File: config.mk
export PLATFORM = sky130hd
export DESIGN_NAME = variable_record_byte_ring_queue_core
export DESIGN_NICKNAME = d
export VERILOG_FILES = /design/src/hw/rtl/vrbq_pkg.sv /design/src/hw/rtl/vrbq_ring.sv /design/src/hw/rtl/variable_record_byte_ring_queue_core.sv
export SDC_FILE = /design/constraint.sdc
export NUM_CORES = 2
export LEC_CHECK = 0
export BUFFER_PORTS_ARGS = -buffer_cell sky130_fd_sc_hd__buf_2
export CAP_MARGIN = 20
export CELL_PAD_IN_SITES_DETAIL_PLACEMENT = 0
export CELL_PAD_IN_SITES_GLOBAL_PLACEMENT = 1
export CORE_ASPECT_RATIO = 1.4
export CORE_MARGIN = 3
export CORE_UTILIZATION = 40
export DETAILED_ROUTE_END_ITERATION = 8
export PLACE_DENSITY_LB_ADDON = 0.25
export SETUP_SLACK_MARGIN = 0.05
export SLEW_MARGIN = 10
export SYNTH_ARGS = -nofsm -noshare
export SYNTH_HDL_FRONTEND = slang
export SYNTH_SLANG_ARGS = --single-unit
File: constraint.sdc
create_clock -name clk -period 4.9 [get_ports clk]
set_input_delay 0.735 -clock clk [delete_from_list [all_inputs] [get_ports clk]]
set_output_delay 0.735 -clock clk [all_outputs]
set_load 0.1 [all_outputs]
File: src/hw/rtl/vrbq_pkg.sv
// Shared types and constants for the variable-record byte ring queue.
// Used by the ring store, the top level and the port checker.
package vrbq_pkg;

  // Ring geometry: the ring size must be a power of two.
  localparam int RING_BYTES = 256;
  localparam int PTR_W      = $clog2(RING_BYTES);
  localparam int USED_W     = 9;
  localparam int CNT_W      = 9;

  // Largest record is a command byte and two 32-bit words.
  localparam int REC_BYTES  = 9;
  localparam int STEP_W     = $clog2(REC_BYTES);
  localparam int NEED_W     = 4;

  localparam logic [USED_W-1:0] RING_SIZE = USED_W'(RING_BYTES);
  localparam logic [CNT_W-1:0]  COUNT_MAX = {CNT_W{1'b1}};

  // Operation codes carried by the func field.
  typedef enum logic [1:0] {
    FN_PUSH = 2'd0,
    FN_POP  = 2'd1,
    FN_PEEK = 2'd2,
    FN_NONE = 2'd3
  } func_t;

  // Sequencer states.
  typedef enum logic [2:0] {
    S_IDLE,
    S_WRITE,
    S_READ,
    S_DRAIN,
    S_FINISH
  } state_t;

  // Byte commands from the sequencer to the ring store.
  typedef struct packed {
    logic       wr;
    logic [7:0] wdata;
    logic       rd;
    logic       adv;
  } ring_ctl_t;

endpackage

File: src/hw/rtl/vrbq_ring.sv
// Byte-wide ring store with its write and read pointers.
// Depends on vrbq_pkg for the ring size and the control struct.
module vrbq_ring
  import vrbq_pkg::*;
(
  input  logic       clk,
  input  logic       rst,
  input  ring_ctl_t  ctl,
  output logic [7:0] rdata
);

  logic [7:0]       mem [RING_BYTES];
  logic [PTR_W-1:0] wp;
  logic [PTR_W-1:0] rp;

  // Pointers wrap naturally since the ring size is a power of two.
  always_ff @(posedge clk) begin
    if (rst) begin
      wp <= '0;
      rp <= '0;
    end else begin
      if (ctl.wr) begin
        wp <= wp + 1'b1;
      end
      if (ctl.rd && ctl.adv) begin
        rp <= rp + 1'b1;
      end
    end
  end

  // One write port at the write pointer.
  always_ff @(posedge clk) begin
    if (ctl.wr) begin
      mem[wp] <= ctl.wdata;
    end
  end

  // Registered read at the read pointer.
  always_ff @(posedge clk) begin
    if (ctl.rd) begin
      rdata <= mem[rp];
    end
  end

endmodule

File: src/hw/rtl/variable_record_byte_ring_queue_core.sv
// Top level of the variable-record byte ring queue: sequencer, counters and result register.
// Depends on vrbq_pkg and instantiates vrbq_ring.
//
// The queue keeps records of 1, 5 or 9 bytes (a command byte and zero, one or two 32-bit
// words, least significant byte first) in a 256-byte ring. One word is handled at a time and
// moves through the ring at one byte per cycle over its single byte-wide memory port. The
// finished result sits in an output register, so the next word is taken while it waits to be
// read. The ring needs no initialization after reset; free_bytes and command_count report the
// state after each word.
module variable_record_byte_ring_queue_core
  import vrbq_pkg::*;
(
  input  logic              clk,
  input  logic              rst,
  input  logic              in_valid,
  output logic              in_ready,
  input  logic [1:0]        func,
  input  logic [1:0]        payload_words,
  input  logic [7:0]        cmd,
  input  logic [31:0]       word_a,
  input  logic [31:0]       word_b,
  output logic              out_valid,
  input  logic              out_ready,
  output logic              ok,
  output logic [7:0]        cmd_out,
  output logic [31:0]       word_a_out,
  output logic [31:0]       word_b_out,
  output logic [USED_W-1:0] free_bytes,
  output logic [CNT_W-1:0]  command_count
);

  state_t            state;
  state_t            state_next;
  func_t             op;
  func_t             in_op;
  logic [NEED_W-1:0] need;
  logic              item_ok;
  logic [8:0][7:0]   rec;
  logic [8:0][7:0]   acc;
  logic [STEP_W-1:0] step;
  logic              rd_pend;
  logic [STEP_W-1:0] rd_idx;
  logic [USED_W-1:0] used;
  logic [CNT_W-1:0]  count;
  logic [7:0]        rdata;
  ring_ctl_t         ctl;

  logic [1:0]        in_words;
  logic [NEED_W-1:0] in_need;
  logic [USED_W-1:0] free_now;
  logic              accept;
  logic              accept_ok;
  logic              last_step;
  logic              load_out;
  logic [USED_W-1:0] used_next;
  logic [CNT_W-1:0]  count_next;

  // Decode the incoming word; a word count of three saturates to two.
  always_comb begin
    in_op    = func_t'(func);
    in_words = (payload_words == 2'd3) ? 2'd2 : payload_words;
    in_need  = NEED_W'(1) + {in_words, 2'b00};
    free_now = RING_SIZE - used;
    accept   = in_valid && in_ready;
    case (in_op)
      FN_PUSH: accept_ok = (free_now >= USED_W'(in_need)) && (count != COUNT_MAX);
      FN_POP:  accept_ok = (count != '0) && (used >= USED_W'(in_need));
      FN_PEEK: accept_ok = (count != '0) && (used != '0);
      default: accept_ok = 1'b0;
    endcase
  end

  assign last_step = (NEED_W'(step) == need - NEED_W'(1));
  assign load_out  = (state == S_FINISH) && (!out_valid || out_ready);

  // Next state.
  always_comb begin
    state_next = state;
    case (state)
      S_IDLE: begin
        if (accept) begin
          if (!accept_ok) begin
            state_next = S_FINISH;
          end else if (in_op == FN_PUSH) begin
            state_next = S_WRITE;
          end else begin
            state_next = S_READ;
          end
        end
      end
      S_WRITE: begin
        if (last_step) begin
          state_next = S_FINISH;
        end
      end
      S_READ: begin
        if (op == FN_PEEK || last_step) begin
          state_next = S_DRAIN;
        end
      end
      S_DRAIN:  state_next = S_FINISH;
      S_FINISH: begin
        if (load_out) begin
          state_next = S_IDLE;
        end
      end
      default:  state_next = S_IDLE;
    endcase
  end

  // Sequencer outputs: handshake and byte commands to the ring.
  always_comb begin
    in_ready  = (state == S_IDLE);
    ctl.wr    = (state == S_WRITE);
    ctl.wdata = rec[0];
    ctl.rd    = (state == S_READ);
    ctl.adv   = (op == FN_POP);
  end

  // Occupancy after the current word completes.
  always_comb begin
    used_next  = used;
    count_next = count;
    if (item_ok) begin
      case (op)
        FN_PUSH: begin
          used_next  = used + USED_W'(need);
          count_next = count + CNT_W'(1);
        end
        FN_POP: begin
          used_next  = used - USED_W'(need);
          count_next = count - CNT_W'(1);
        end
        default: begin
          used_next  = used;
          count_next = count;
        end
      endcase
    end
  end

  always_ff @(posedge clk) begin
    if (rst) begin
      state     <= S_IDLE;
      used      <= '0;
      count     <= '0;
      out_valid <= 1'b0;
      rd_pend   <= 1'b0;
    end else begin
      state   <= state_next;
      rd_pend <= (state == S_READ);
      if (load_out) begin
        used      <= used_next;
        count     <= count_next;
        out_valid <= 1'b1;
      end else if (out_ready) begin
        out_valid <= 1'b0;
      end
    end
  end

  // Word registers, byte step counter and read capture.
  always_ff @(posedge clk) begin
    rd_idx <= step;
    if (accept) begin
      op      <= in_op;
      need    <= in_need;
      item_ok <= accept_ok;
      rec     <= {word_b, word_a, cmd};
      acc     <= '0;
      step    <= '0;
    end else begin
      if (state == S_WRITE) begin
        rec  <= {8'h00, rec[8:1]};
        step <= step + STEP_W'(1);
      end
      if (state == S_READ) begin
        step <= step + STEP_W'(1);
      end
      if (rd_pend) begin
        acc[rd_idx] <= rdata;
      end
    end
  end

  // Result register; unread bytes of the capture register stay zero.
  always_ff @(posedge clk) begin
    if (load_out) begin
      ok            <= item_ok;
      cmd_out       <= acc[0];
      word_a_out    <= {acc[4], acc[3], acc[2], acc[1]};
      word_b_out    <= {acc[8], acc[7], acc[6], acc[5]};
      free_bytes    <= RING_SIZE - used_next;
      command_count <= count_next;
    end
  end

  vrbq_ring u_ring (
    .clk   (clk),
    .rst   (rst),
    .ctl   (ctl),
    .rdata (rdata)
  );

endmodule

# Yosys cells after proc, flatten, opt, wreduce, memory -nomap -nowiden
# Memory sizes are Yosys's and may differ from the RTL's. A register that Yosys moved wholly into a read port is not among the register bits.
# Index checks and enable logic that the tools add are counted.
[word_totals]
reg_bits = 289
ramBits = 2048
inputBits = 80
out_inout_bits = 93
elab_cells = 110
mem_count = 1
[mem_list]
columns = ["memory", "depth", "word_bits", "rd", "rd_clocked_by_memory_dff", "wr", "line_no", "rtl"]
rows = [
  ["u_ring.mem", 256, 8, 1, 1, 1, "vrbq_ring.sv:12", "logic [7:0] mem [RING_BYTES];"],
]
[op_classes]
n_addsub = 11
magnitude_cmp = 4
n_eq_ne = 15
muxes = 24
reduce_logical = 19
[ops]
columns = ["cell", "count"]
rows = [
  ["two-way mux 72 bit", 2],
  ["bitwise mux 72 bit", 1],
  ["case mux 9 bit (2 select lines)", 2],
  ["demux 8 bit (select 4 bit)", 1],
  ["greater-or-equal comparator 9 x 4 -> 1 bit", 2],
  ["two-way mux 9 bit", 2],
  ["nonzero test 9 bit", 2],
  ["subtractor 9 bit (first input constant)", 2],
  ["adder 8 x 1 -> 8 bit (second input constant)", 2],
  ["two-way mux 3 bit", 5],
  ["case mux 3 bit (5 select lines)", 1],
  ["adder 9 x 1 -> 9 bit (second input constant)", 1],
  ["adder 9 x 4 -> 9 bit", 1],
  ["inequality test 9 bit (second input constant)", 1],
  ["subtractor 9 x 1 -> 9 bit (second input constant)", 1],
  ["subtractor 9 x 4 -> 9 bit", 1],
  ["two-way mux 4 bit", 2],
  ["two-way mux 8 bit", 1],
  ["logical AND 1 bit", 7],
  ["equality test 2 bit (second input constant)", 3],
  ["equality test 3 x 2 -> 1 bit (second input constant)", 2],
  ["nonzero test 2 bit", 3],
  ["< comparator 4 x 5 -> 1 bit (second input constant)", 1],
  ["adder 1 x 4 -> 4 bit (first input constant)", 1],
  ["other kinds (17)", 26],
]

# Depth between registers and ports, before layout
[depth]
ltp_word = 9
ltp_mapped = 13
ltp_nobuf = 11

# By module
# Synthesis repeated with hierarchy kept, for this count alone.
[unflattened]
cells_unflattened = 4704
hier_area_um2 = 92084.6
[modules_own_cells]
columns = ["module", "n_inst", "cells_per_inst", "area_per_inst_um2", "seq_area_each_um2"]
rows = [
  ["vrbq_ring", 1, 3859, 80947.6, 62059.5],
  ["variable_record_byte_ring_queue_core", 1, 845, 11136.9, 7106.8],
]

# Least setup slack after synthesis
# No wires, ideal clock.
[synth_timing]
kind = "register -> register"
startpoint = "reg out_valid"
endpoint = "reg cmd_out[0], enable pin"
setup_ns = 0.491
t_arrival_ns = 3.833
t_required_ns = 4.409
setup_slack_ns = 0.576
stages_incl_launch_ff = 5
path_buffers = 1
period_less_slack_ns = 4.324
cell_sequence = "dfxtp_1 nand2b_1 nand3_1 inv_1 buf_1"
[synth_via]
elab_chain_len = 3
[synth_lines]
columns = ["element", "line_no", "rtl"]
rows = [
  ["start, declared", "variable_record_byte_ring_queue_core.sv:22", "output logic out_valid,"],
  ["start signal, assigned", "variable_record_byte_ring_queue_core.sv:147", "out_valid <= 1'b0;"],
  ["start signal, assigned", "variable_record_byte_ring_queue_core.sv:155", "out_valid <= 1'b1;"],
  ["start signal, assigned", "variable_record_byte_ring_queue_core.sv:157", "out_valid <= 1'b0;"],
  ["logical NOT 1 bit", "variable_record_byte_ring_queue_core.sv:74", "assign load_out = (state == S_FINISH) && (!out_valid || out_ready);"],
  ["logical OR 1 bit", "variable_record_byte_ring_queue_core.sv:74", ""],
  ["logical AND 1 bit", "variable_record_byte_ring_queue_core.sv:74", ""],
  ["named net load_out", "variable_record_byte_ring_queue_core.sv:54", "logic load_out;"],
  ["end signal, assigned", "variable_record_byte_ring_queue_core.sv:190", "cmd_out <= acc[0];"],
  ["end, declared", "variable_record_byte_ring_queue_core.sv:25", "output logic [7:0] cmd_out,"],
]
# The timed path passes the listed nets, and every way through them passes these cells.
# A chain may end at the register's enable or synchronous reset.

==> flow_metrics.py <==
metrics = {
    "run_status": {
        "outcome": "finished, final reports clean",
    },
    "synth": {
        "ys_warn_count": 0,
        "netlist_area_sq_um": 91800,
        "synthArstFlopShare_pct": 0,
        "synth_nets": 4854,
        "synth_compound_area_share_pct": 3.47,
        "synth-simple-area-share_pct": 3.73,
        "synthFlopType": "edfxtp_1",
        "yosysUniqueCellTypes": 82,
        "synth_top_family_by_area": "multiplexers",
        "synth_top_area_share_pct": 72.8,
        "synth_area_leaders": "edfxtp_1, mux4_2, mux2i_1",
        "synth-seq-area-share_pct": 75.4,
        "synth-edff-count": 2224,
        "avgSynthCellArea_sq_um": 19.4,
        "yosysTopAreaCell": "edfxtp_1",
        "netlist_instances": 4741,
        "ys_ff_latch": 2343,
        "synth_xor_area_share_pct": 0.391,
        "yosys.area_share.adder_pct": 0.477,
        "synthMuxAreaShare_pct": 14.5,
    },
    "clocking": {
        "cts.clk_slew.worst_paths_ns": 0.07,
        "clkSinkCount": 2343,
        "cts_resized": 0,
        "cts_max_level": 4,
        "cts_tree": "yes",
        "clockRootBuffer": "clkbuf_16",
        "clockBufferDepth": 4,
        "cts_buffers": 223,
        "postCtsHoldBufs": 0,
        "insertion_delay_ns": 0.88,
        "cts_setup_buffers": 0,
    },
    "floorplanning": {
        "die_y_um": 573,
        "die_x_um": 411,
        "rows": 207,
        "io_pins": 173,
        "start_util_pct": 40.3,
        "coreArea_sq_um": 228000,
        "die_area_sq_um": 235000,
    },
    "timing": {
        "rsz0062_at_grt": "no",
        "min_period_over_period_pct": 92.9,
        "tns_ns": 0,
        "skew_ns": 0.0600,
        "tightestPinTransition_ns": 1.16,
        "fmax_mhz": 220,
        "setup_viol": 0,
        "final_max_slew_viol_count": 0,
        "finalHoldViolations": 0,
        "relSlewSlack_pct": 22.3,
        "post-route-min-period_ns": 4.55,
    },
    "pwr": {
        "p_leak_nw": 32.2,
        "vdd_ir_drop_max_v": 0.000281,
        "pwr_density_cell_nw_per_um2": 406,
        "seqPwrFrac_pct": 54.1,
        "combPwrFrac_pct": 5.2,
        "p_int_mw": 32.7,
        "p_sw_share_pct": 22.3,
        "p_clk_share_pct": 40.6,
        "p_sw_mw": 9.40,
    },
    "finish": {
        "final_net_count": 5146,
        "design_area_sq_um": 104000,
        "layout-drive-gt1-share_pct": 23.7,
        "area_growth_pct": 13.0,
    },
    "grt": {
        "antenna_found_initial": 7,
        "grtUsageTotal_pct": 21.7,
        "grt_pass1_vias": 48143,
        "grt_pass1_wl_mm": 366,
        "overflow": 0,
        "grt_max_degree": 219,
    },
    "placement": {
        "placed_cell_area_sq_um": 96500,
        "port_buffers": 172,
        "gp_congestion": 0.860,
        "dp_hpwl_mm": 164,
    },
    "critical_path": {
        "crit_path_start_kind": "register",
        "crit_fanout": 35,
        "r2r_setup_slack_ns": 0.35,
        "crit_type": "reg2reg",
        "cpMaxStageDelayCell": "dfxtp_4",
        "end_kind": "register",
        "max_stage_delay_ns": 0.96,
        "crit_required_ns": 5.49,
        "path_buf_inv": 2,
        "worstRegToRegCells": 9,
        "cp_top_family": "compound AO/OA/AOI/OAI gates",
        "cp.arrival_ns": 5.15,
        "worstReg2RegStart": "u_ring.rp[0]",
        "cp_cell_sequence": "buf_12 > buf_4 > mux4_2 > nand2_1 > a21oi_1 > a311oi_1 > a31oi_1 > nor3_1 > o31ai_1",
        "worstReg2RegEnd": "u_ring.rdata[5]",
    },
    "worst_hold_path": {
        "hold_depth": 1,
        "hold_start": "func[0]",
        "min_delay_worst_endpoint": "op[0]",
        "hp-class": "in2reg",
    },
    "detailed_routing": {
        "route.detailed.wl_per_inst_um": 31.4,
        "drtPass1Iterations": 5,
        "drt-total-wl_mm": 259,
        "drc": 0,
        "final_antenna_net_count": 0,
        "via_per_inst": 5.70,
        "via_count": 46999,
        "drt_iter0_drc": 4779,
    },
    "run": {
        "max_cap_violations": 0,
    },
}
-- registers in the layout (all words and copies together) (netlist names), 9 cells and up --
register       flops
rec               64
count              9
word_b_out        32
u_ring.mem      2048
command_count      9
acc               72
word_a_out        32
free_bytes         9
used               9
-- placed cells by master, fill, tap and decap left out, types with 31 or more instances in the layout --
| cell | synthesis | routed |
|---|---|---|
| o21ai_0 | 34 | 34 |
| clkinv_1 | 2 | 34 |
| ha_1 | 31 | 31 |
| a21oi_1 | 86 | 86 |
| nand3_1 | 60 | 60 |
| nor2_1 | 424 | 422 |
| a22oi_1 | 91 | 91 |
| buf_2 | 63 | 173 |
| edfxtp_1 | 2224 | 2224 |
| mux2i_1 | 261 | 261 |
| mux4_2 | 431 | 431 |
| clkbuf_16 | 0 | 226 |
| mux2_2 | 70 | 70 |
| nand2_1 | 145 | 145 |
| clkbuf_1 | 128 | 40 |
| buf_4 | 24 | 156 |
| clkinv_2 | 0 | 61 |
| dfxtp_1 | 119 | 112 |
-- metrics by stage --
step | utilization [%] | instances | hold slack (ns) | setup slack [ns] | power [mW]
floorplan | - | 4741 | 0.368 | 0.576 | 24.8
global placement | 42.4 | 7837 | 0.395 | 0.250 | 25.4
detailed placement | 42.4 | 7838 | 0.382 | 0.266 | 25.5
CTS | 45.5 | 8247 | 0.0432 | 0.249 | 42.4
global route | 45.5 | 8248 | 0.0769 | 0.296 | 43.3
finish | 45.5 | 8249 | 0.0993 | 0.348 | 42.1
-- worst reg2reg max path: stages, from the launching register on --
cell and delay, ns:
dfxtp_4 0.96, buf_12 0.40, buf_4 0.31, mux4_2 0.52, nand2_1 0.12, a21oi_1 0.11, a311oi_1 0.85, a31oi_1 0.25
nor3_1 0.63, o31ai_1 0.13
-- how the worst max path moves through the flow --
stage,slack (ns),cells past startpoint,endpoint,startpoint
6_report,0.35,9,u_ring.rdata[5],u_ring.rp[0]
5_1_grt,0.30,9,u_ring.rdata[5],u_ring.rp[0]
4_1_cts,0.25,9,u_ring.rdata[5],u_ring.rp[0]
3_5_place_dp,0.27,9,u_ring.rdata[5],u_ring.rp[0]
3_3_place_gp,0.25,9,u_ring.rdata[5],u_ring.rp[0]
2_1_floorplan,0.58,4,cmd_out[0],out_valid
-- layer usage --
| layer | GRT usage [%] | vias up | routed length, um |
|---|---|---|---|
| li1 | - | 19804 | - |
| met1 | 26.9 | 24960 | 98200 |
| met2 | 37.4 | 1763 | 131000 |
| met3 | 3.54 | 470 | 16100 |
| met4 | 9.38 | 2 | 13200 |
| met5 | 0 | - | 15 |
-- Yosys cell counts, types with 13 or more instances --
cell type / instances
mux4_2: 431
nor3_1: 30
o221ai_1: 22
clkbuf_1: 128
a221oi_1: 23
a211oi_1: 28
nand4_1: 13
dfxtp_1: 119
ha_1: 31
o22ai_1: 28
buf_2: 63
nor2_1: 424
edfxtp_1: 2224
mux2i_1: 261
o21ai_0: 34
o211ai_1: 21
nor4_1: 15
a21oi_1: 86
a22o_1: 19
a31oi_1: 20
xor2_1: 16
inv_1: 29
nor2b_1: 21
buf_1: 20
nand2_1: 145
nand3_1: 60
a22oi_1: 91
buf_6: 44
mux2_2: 70
xnor2_1: 25
buf_4: 24
-- cells by family after synthesis --
| kind of cell | Yosys count |
|---|---|
| buffers and inverters | 324 |
| xor gates and xnor gates | 41 |
| adders and majority gates | 34 |
| and+or+nand+nor | 784 |
| DFF | 2343 |
| muxes | 771 |
| AOI/OAI and AO/OA | 444 |
-- area by class of cell --
class,instances,area (sq um)
fillers,19247,124000
flip-flops and latches,2343,69200
multi-input cells,2074,20800
clock buffers,280,6000
well taps,3030,3790
repair buffers,359,2640
clock inverters,129,1140
inverters,32,125
diodes,2,5.00
-- power groups by stage --
stage | logic (mW) | clock network, mW | registers (mW)
2_1_floorplan | 0.613 | 0 | 24.2
3_3_place_gp | 2.16 | 0 | 23.2
3_5_place_dp | 2.23 | 0 | 23.2
4_1_cts | 2.23 | 17.4 | 22.8
5_1_grt | 2.36 | 18.2 | 22.8
6_report | 2.20 | 17.1 | 22.8
(Power assumes the default switching activity.)
